## config.mk

```make
export PLATFORM = sky130hd
export DESIGN_NAME = dsne_norm_unit
export DESIGN_NICKNAME = d
export VERILOG_FILES = /design/src/dsne_pkg.sv /design/src/dsne_norm_unit.sv
export SDC_FILE = /design/constraint.sdc
export NUM_CORES = 2
export LEC_CHECK = 0
export BUFFER_PORTS_ARGS = -buffer_cell sky130_fd_sc_hd__buf_2
export CORE_AREA = 2 2 348 264
export CTS_CLUSTER_DIAMETER = 80
export DETAILED_ROUTE_END_ITERATION = 6
export DIE_AREA = 0 0 350 266
export PLACE_DENSITY_LB_ADDON = 0.3
export SLEW_MARGIN = 20
export SYNTH_ARGS = -nofsm -noshare
export SYNTH_HDL_FRONTEND = slang
export SYNTH_SLANG_ARGS = --single-unit
```

## constraint.sdc

```tcl
create_clock -name aclk -period 33.3 [get_ports aclk]
set_input_delay 6.66 -clock aclk [delete_from_list [all_inputs] [get_ports aclk]]
set_output_delay 6.66 -clock aclk [all_outputs]
set_load 0.1 [all_outputs]
```

## src/dsne_pkg.sv

```systemverilog
package dsne_pkg;

    localparam int PIX_W     = 8;
    localparam int OUT_W     = 16;
    localparam int FRAC_BITS = 15;

    // Register indexes (byte address bits [3:2])
    localparam logic [1:0] REG_WIDTH  = 2'd0;
    localparam logic [1:0] REG_HEIGHT = 2'd1;
    localparam logic [1:0] REG_RADIUS = 2'd2;

    localparam logic [10:0] WIDTH_RESET  = 11'd640;
    localparam logic [15:0] HEIGHT_RESET = 16'd480;
    localparam logic [3:0]  RADIUS_RESET = 4'd3;

    typedef enum logic [1:0] {
        T_IDLE,
        T_READ,
        T_CALC,
        T_DONE
    } top_state_t;

    typedef enum logic [1:0] {
        N_IDLE,
        N_SQR,
        N_SUM,
        N_ROOT
    } norm_state_t;

    typedef struct packed {
        logic [PIX_W-1:0] za;
        logic [PIX_W-1:0] zb;
        logic [PIX_W-1:0] zc;
    } samples_t;

    typedef struct packed {
        logic signed [OUT_W-1:0] x;
        logic signed [OUT_W-1:0] y;
        logic signed [OUT_W-1:0] z;
    } norm_res_t;

endpackage

```

## src/dsne_norm_unit.sv

```systemverilog
module dsne_norm_unit import dsne_pkg::*; #(
    parameter int RW = 4
) (
    input  logic          aclk,
    input  logic          aresetn,
    input  logic          start,
    input  samples_t      smp,
    input  logic [RW-1:0] r,
    output logic          done,
    output norm_res_t     res
);

    localparam int NW  = 12 + RW;
    localparam int MW  = NW - 1;
    localparam int SQW = 2 * MW;
    localparam int SW  = SQW + 2;
    localparam int LW  = SQW + 2 * FRAC_BITS;
    localparam int QW  = SW + 2 * FRAC_BITS + 1;
    localparam int PW  = SW + FRAC_BITS;

    norm_state_t state_reg, state_next;
    logic [3:0]  bit_reg, bit_next;
    logic [1:0]  comp_reg, comp_next;
    logic        done_reg, done_next;

    logic [MW-1:0]  mag_reg [3];
    logic           neg_reg [3];
    logic [SQW-1:0] sq_reg  [3];
    logic [SW-1:0]  s_reg;
    logic [LW-1:0]  l_reg;
    logic [QW-1:0]  q_reg;
    logic [PW-1:0]  p_reg;
    logic [FRAC_BITS-1:0] y_reg;
    norm_res_t      res_reg;

    logic signed [10:0]   dx, dy;
    logic signed [NW-1:0] nx, ny;
    logic [MW-1:0]        nz;
    logic [QW-1:0]        q_try;
    logic                 fit;
    logic [FRAC_BITS-1:0] y_new;
    logic [OUT_W-1:0]     y_signed;

    // Raw normal components
    always_comb begin
        dx = $signed({2'b00, smp.zc, 1'b0}) - $signed({3'b000, smp.za})
             - $signed({3'b000, smp.zb});
        dy = $signed({3'b000, smp.za}) - $signed({3'b000, smp.zb});
        nx = NW'(dx) * NW'($signed({1'b0, r}));
        ny = NW'(dy) * NW'($signed({1'b0, r, 1'b0}));
        nz = (MW'(r) * MW'(r)) << 2;
    end

    // One result bit per cycle: test (y+b)^2*S against c^2*2^30
    always_comb begin
        q_try = q_reg + (QW'(p_reg) << (bit_reg + 4'd1)) + (QW'(s_reg) << {bit_reg, 1'b0});
        fit   = q_try <= QW'(l_reg);
        y_new = fit ? (y_reg | (FRAC_BITS'(1) << bit_reg)) : y_reg;
        y_signed = neg_reg[comp_reg] ? (OUT_W'(0) - OUT_W'(y_new)) : OUT_W'(y_new);
    end

    always_comb begin
        state_next = state_reg;
        bit_next   = bit_reg;
        comp_next  = comp_reg;
        done_next  = 1'b0;
        case (state_reg)
            N_IDLE: begin
                if (start) begin
                    state_next = N_SQR;
                end
            end
            N_SQR: begin
                state_next = N_SUM;
            end
            N_SUM: begin
                state_next = N_ROOT;
                comp_next  = 2'd0;
                bit_next   = 4'(FRAC_BITS - 1);
            end
            N_ROOT: begin
                if (bit_reg == 4'd0) begin
                    bit_next = 4'(FRAC_BITS - 1);
                    if (comp_reg == 2'd2) begin
                        state_next = N_IDLE;
                        done_next  = 1'b1;
                    end else begin
                        comp_next = comp_reg + 2'd1;
                    end
                end else begin
                    bit_next = bit_reg - 4'd1;
                end
            end
            default: state_next = N_IDLE;
        endcase
    end

    always_ff @(posedge aclk) begin
        if (!aresetn) begin
            state_reg <= N_IDLE;
            bit_reg   <= '0;
            comp_reg  <= '0;
            done_reg  <= 1'b0;
        end else begin
            state_reg <= state_next;
            bit_reg   <= bit_next;
            comp_reg  <= comp_next;
            done_reg  <= done_next;
        end
    end

    // Datapath registers
    always_ff @(posedge aclk) begin
        case (state_reg)
            N_IDLE: begin
                if (start) begin
                    mag_reg[0] <= nx[NW-1] ? MW'(-nx) : MW'(nx);
                    mag_reg[1] <= ny[NW-1] ? MW'(-ny) : MW'(ny);
                    mag_reg[2] <= nz;
                    neg_reg[0] <= nx[NW-1];
                    neg_reg[1] <= ny[NW-1];
                    neg_reg[2] <= 1'b0;
                end
            end
            N_SQR: begin
                for (int i = 0; i < 3; i++) begin
                    sq_reg[i] <= SQW'(mag_reg[i]) * SQW'(mag_reg[i]);
                end
            end
            N_SUM: begin
                s_reg <= SW'(sq_reg[0]) + SW'(sq_reg[1]) + SW'(sq_reg[2]);
                l_reg <= {sq_reg[0], (2 * FRAC_BITS)'(0)};
                q_reg <= '0;
                p_reg <= '0;
                y_reg <= '0;
            end
            N_ROOT: begin
                if (bit_reg == 4'd0) begin
                    case (comp_reg)
                        2'd0:    res_reg.x <= $signed(y_signed);
                        2'd1:    res_reg.y <= $signed(y_signed);
                        default: res_reg.z <= $signed(y_signed);
                    endcase
                    if (comp_reg != 2'd2) begin
                        l_reg <= {sq_reg[comp_reg + 2'd1], (2 * FRAC_BITS)'(0)};
                    end
                    q_reg <= '0;
                    p_reg <= '0;
                    y_reg <= '0;
                end else begin
                    y_reg <= y_new;
                    if (fit) begin
                        q_reg <= q_try;
                        p_reg <= p_reg + (PW'(s_reg) << bit_reg);
                    end
                end
            end
            default: ;
        endcase
    end

    assign done = done_reg;
    assign res  = res_reg;

endmodule

```

Word-level counts from Yosys, hierarchy flattened

Memory sizes are Yosys's and may differ from the RTL's. A register that Yosys moved wholly into a read port is not among the register bits.
Index checks and enable logic that the tools add are counted.

Memories: 3
Register bits after elaboration: 274
Word-level logic and storage cells: 99
Memory bits (writable): 138
Output and inout port bits: 49

Reduce and logical (&&, ||, !) cells: 13
Mux-type cells: 32
Bitwise logic cells: 2
Shifts and indexed selects: 4
Eq/ne operators: 12
Multiply operators: 6
Add/sub/neg operators: 14
$lt $le $gt $ge: 1

Memories:

| name    | depth | width | rd ports | clocked after Yosys merged registers in | write ports | line                 | text |
|---|---|---|---|---|---|---|---|
| sq_reg  | 3     | 30    | 4        | 0                                       | 3           | dsne_norm_unit.sv:28 | `logic [SQW-1:0] sq_reg [3];` |
| mag_reg | 3     | 15    | 3        | 0                                       | 3           | dsne_norm_unit.sv:26 | `logic [MW-1:0] mag_reg [3];` |
| neg_reg | 3     | 1     | 1        | 1                                       | 3           | dsne_norm_unit.sv:27 | `logic neg_reg [3];` |

Operators with widths:

| kind                                               | count |
|---|---|
| adder 63 bit                                       | 2 |
| two-way mux 63 bit                                 | 2 |
| case mux 63 bit (2 select lines)                   | 1 |
| two-way mux 60 bit                                 | 2 |
| case mux 60 bit (2 select lines)                   | 1 |
| two-way mux 47 bit                                 | 2 |
| case mux 47 bit (2 select lines)                   | 1 |
| multiplier 15 x 15 -> 30 bit                       | 3 |
| less-or-equal comparator 63 x 60 -> 1 bit          | 1 |
| left shift 32 x 5 -> 63 bit                        | 1 |
| left shift 47 x 4 -> 63 bit                        | 1 |
| two-way mux 15 bit                                 | 4 |
| adder 47 bit                                       | 1 |
| left shift 32 x 4 -> 47 bit                        | 1 |
| adder 31 x 30 -> 32 bit                            | 1 |
| adder 30 x 30 -> 31 bit                            | 1 |
| negator 15 bit                                     | 2 |
| case mux 15 bit (2 select lines)                   | 1 |
| AND reduction 3 bit                                | 7 |
| multiplier 11 x 5 -> 16 bit                        | 1 |
| two-way mux 16 bit                                 | 1 |
| subtractor 1 x 15 -> 16 bit (first input constant) | 1 |
| OR 15 bit                                          | 1 |
| left shift 1 x 4 -> 15 bit (first input constant)  | 1 |
| other kinds (24)                                   | 44 |

Longest topological paths before layout

Depth in word-level cells: 8
Mapped depth: 48

Least setup slack after synthesis

No wires, ideal clock.

Path kind: reg2reg
From: register bit_reg[0]
To: register p_reg[0] (enable)
Setup slack: 18,802 ps
Arrival time: 13,883 ps
Buffers on the path: 7
Data required time: 32,685 ps
Cell stages (with the launch flop): 39
Cells stage by stage: dfxtp_1 > clkbuf_1 > inv_1 > clkbuf_1 > clkbuf_1 > ha_1 > clkbuf_1 > buf_1 > clkbuf_1 > mux4_2 > and2_1 > a211oi_1 > a21oi_1 > fa_1 > ha_1 > buf_6 > a21oi_1 > o21ai_0 > (+3 left out) > o41ai_1 > a21oi_1 > o211ai_1 > a21oi_1 > o21ai_0 > a31oi_1 > ha_1 > nand3_1 > nor4_1 > nand3_1 > nor2_1 > nand4_1 > nor4_1 > and4_1 > nand4_1 > o31ai_4 > nand4_4 > a21oi_1

Longest elaborated chain between the ends: 7

Ends and longest elaborated chain:

| item                                          | line                  | text |
|---|---|---|
| from (decl)                                   | dsne_norm_unit.sv:22  | `logic [3:0] bit_reg, bit_next;` |
| from (signal assigned)                        | dsne_norm_unit.sv:106 | `bit_reg <= bit_next;` |
| adder 4 x 1 -> 4 bit                          | dsne_norm_unit.sv:56  | `q_try = q_reg + (QW'(p_reg) << (bit_reg + 4'd1)) + (QW'(s_reg) << {bit_reg, 1'b0});` |
| left shift 47 x 4 -> 63 bit                   | dsne_norm_unit.sv:56  |  |
| adder 63 bit                                  | dsne_norm_unit.sv:56  |  |
| adder 63 bit (*)                              | dsne_norm_unit.sv:56  |  |
| via q_try[59]                                 | dsne_norm_unit.sv:39  | `logic [QW-1:0] q_try;` |
| less-or-equal comparator 63 x 60 -> 1 bit (*) | dsne_norm_unit.sv:57  | `fit = q_try <= QW'(l_reg);` |
| inequality test 3 bit (no line) (*)           | n/a                   |  |
| AND reduction 2 bit (no line) (*)             | n/a                   |  |
| to (signal assigned)                          | dsne_norm_unit.sv:154 | `p_reg <= p_reg + (PW'(s_reg) << bit_reg);` |
| to (decl)                                     | dsne_norm_unit.sv:32  | `logic [PW-1:0] p_reg;` |

Mark *: on every way through the listed nets, which the timed path passes. The rest lies on a longest branch.
A chain may end at the register's enable or synchronous reset.

Worst setup path in the final report

From: register bit_reg[1]
To: register q_reg[59] (enable)

Longest elaborated chain between the ends: 7

Ends and longest elaborated chain:

| item                                          | line                  | text |
|---|---|---|
| adder 4 x 1 -> 4 bit                          | dsne_norm_unit.sv:56  |  |
| left shift 47 x 4 -> 63 bit                   | dsne_norm_unit.sv:56  |  |
| adder 63 bit                                  | dsne_norm_unit.sv:56  |  |
| adder 63 bit (*)                              | dsne_norm_unit.sv:56  |  |
| via q_try[59]                                 | dsne_norm_unit.sv:39  |  |
| less-or-equal comparator 63 x 60 -> 1 bit (*) | dsne_norm_unit.sv:57  |  |
| inequality test 3 bit (no line) (*)           | n/a                   |  |
| AND reduction 2 bit (no line) (*)             | n/a                   |  |
| to (signal assigned)                          | dsne_norm_unit.sv:153 | `q_reg <= q_try;` |
| to (decl)                                     | dsne_norm_unit.sv:31  | `logic [QW-1:0] q_reg;` |

Marks and branches as above.

==> reports/metrics.yaml <==
timing:
  clock_skew_ns: 0.0333
  rsz0062_at_grt: "false"
  max_slew_margin_pct: 20.5
  hold_violations: 0
  finalCritPeriodShare_pct: 38.7
  setup_tns_ns: 0
  fmax_ghz: 0.0775
  tightest_slew_ns: 1.18
  post-route-min-period_ns: 12.90
  setup_violations: 0
  slew_violations: 0
detailed_routing:
  drc: 4
  routedWlPerCell_um: 19.9
  vias: 34100
  drt-total-wl_mm: 118
  first_iter_violations: 3079
  ant_nets: 0
  routed_via_density: 5.78
  drt_pass1_iterations: 7
critical_path:
  rrSetupSlack_ns: 20.40
  cp.arrival_ns: 13.09
  critical-path-max-stage-delay_ns: 0.86
  critPathMaxFanout: 94
  timing_worst_setup_path_type: "reg2reg"
  crit_slowest_cell: "buf_4"
  required_ns: 33.49
  end_kind: "flip-flop"
  cp-start-kind: "flip-flop"
die:
  core_mm2: 0.0902
  die_width_um: 350
  io_pins: 80
  die_area_mm2: 0.0931
  die_h_um: 266
  fp-row-count: 96
  start_util_pct: 49.4
grt:
  grt_pass1_vias: 33700
  grt_max_degree: 95
  grt-ovfl-total: 0
  grt_pass1_wl_mm: 187
  grtUsageTotal_pct: 25.4
  antenna_found_initial: 1
clock_tree:
  clockBufferDepth: 3
  clk_latency_ns: 0.60
  postCtsSetupBuffers: 0
  cts_tree: "yes"
  path_clk_slew_ns: 0.06
  cts_htree_levels: 2
  postCtsHoldBufs: 0
  cts_resized: 0
  cts.sinks: 352
  ctsRootBufferMaster: "clkbuf_16"
  numCtsBuffers: 42
synth:
  synth_ff_type: "edfxtp_1"
  yosys_warnings: 0
  yosysMostFrequentCell: "inv_1"
  yosysTopAreaCell: "edfxtp_1"
  synth_fp_nets: 5587
  synth_edf_count: 341
  ys_types: 100
  syn_area_mm2: 0.0446
  synthesis.instances: 4661
  yosysSeqAreaShare_pct: 23.5
  synth.area.top_cells: "edfxtp_1 (23%), fa_1 (18%), ha_1 (14%)"
  synth_seq_cells: 352
  yosys-top-cells-count: "inv_1 (514), ha_1 (500), nor2_1 (398)"
  ys_async_sr_fraction_pct: 0
  syn_avg_cell_area_um2: 9.57
  netlist.area_leader.share_pct: 23.0
min_path:
  min_path_type: "reg2reg"
run_status:
  status: "finished, violations left"
  violations: "design-rule violations"
placement:
  gp_congestion: 0.985
  dp_hpwl_mm: 94.0
  portBuffers: 79
job:
  drv_cap: 0
cells_and_area:
  largest_register_ffs: 71
  diodes: 0
  synthToLayoutAreaGrowth_pct: 6.65
  layout.nets: 5568
  drive_gt1_share_pct: 6.85
-- cells in the final DEF (no fill, tap or decap), types with 23 or more instances in the layout --
master / instances
o21bai_1: 41
xnor2_1: 155
nand2b_1: 60
and3_1: 40
a21oi_1: 270
nor2b_1: 55
ha_1: 497
o21a_1: 32
nor3_1: 75
mux2_2: 23
or3_1: 26
fa_1: 395
a22o_1: 36
mux2i_1: 101
clkbuf_16: 42
nand4_1: 26
buf_4: 31
edfxtp_1: 341
a211oi_1: 34
a31oi_1: 31
buf_2: 79
nand3_1: 61
mux4_2: 40
nand2_1: 277
o21ai_0: 209
xor2_1: 87
nor2_1: 397
a21o_1: 107
inv_1: 514
and2_1: 282
-- per-layer routing --
| layer | GRT usage, % | routed length, µm |
|---|---|---|
| met4 | 8.32 | 4100 |
| met5 | 0 | 0 |
| met2 | 39.2 | 51500 |
| met1 | 36.2 | 52400 |
| met3 | 4.52 | 9530 |
-- final timing paths --
kind	cells past startpoint	start	end
setup / recovery	39	bit_reg[1]	q_reg[59]
hold / removal	2	state_reg[1]	state_reg[1]
setup reg to reg	39	bit_reg[1]	q_reg[59]
hold reg to reg	2	state_reg[1]	state_reg[1]
-- worst max-delay path, delay by kind of cell, from the launching register on --
kind / cells / cell delay [ns]
compound gates: 17 / 4.30
simple gates: 11 / 2.27
buf+inv: 5 / 3.23
mux: 2 / 0.74
fa+ha+maj: 4 / 1.49
flops: 1 / 0.31
-- cells by family (layout without fill, tap and decap cells) --
logic type / after synthesis / after routing / share of synthesized area [%]
xor+xnor: 244 / 244 / 4.79
buf+inv: 689 / 702 / 5.96
mux: 165 / 165 / 4.93
compound gates: 953 / 953 / 13.9
simple gates: 1363 / 1363 / 15.2
fa+ha+maj: 895 / 895 / 31.8
flops: 352 / 352 / 23.5
-- per-stage QoR --
| step | utilization (%) | std cells | cell area [µm²] | setup WS, ns | hold WS [ns] |
|---|---|---|---|---|---|
| global route | 52.7 | 5899 | 47500 | 19.71 | 0.598 |
| detailed placement | 51.1 | 5823 | 46100 | 19.98 | 0.548 |
| global placement | 51.1 | 5823 | 46100 | 20.29 | 0.537 |
| CTS | 52.7 | 5899 | 47500 | 20.55 | 0.577 |
| finish | 52.7 | 5899 | 47500 | 20.40 | 0.572 |
| floorplan | - | 4661 | 44600 | 18.80 | 0.467 |
-- cell type report --
class	instances	area (µm²)
fillers	8124	42700
clock buffers	45	1060
inverters	516	1940
repair buffers	110	628
flip-flops and latches	352	10500
clock inverters	31	369
multi-input cells	3620	31500
well taps	1225	1530
Power is left out: the tool's default activity adds up to more than one toggle a clock period on the data nets, which glitch-free logic cannot reach.
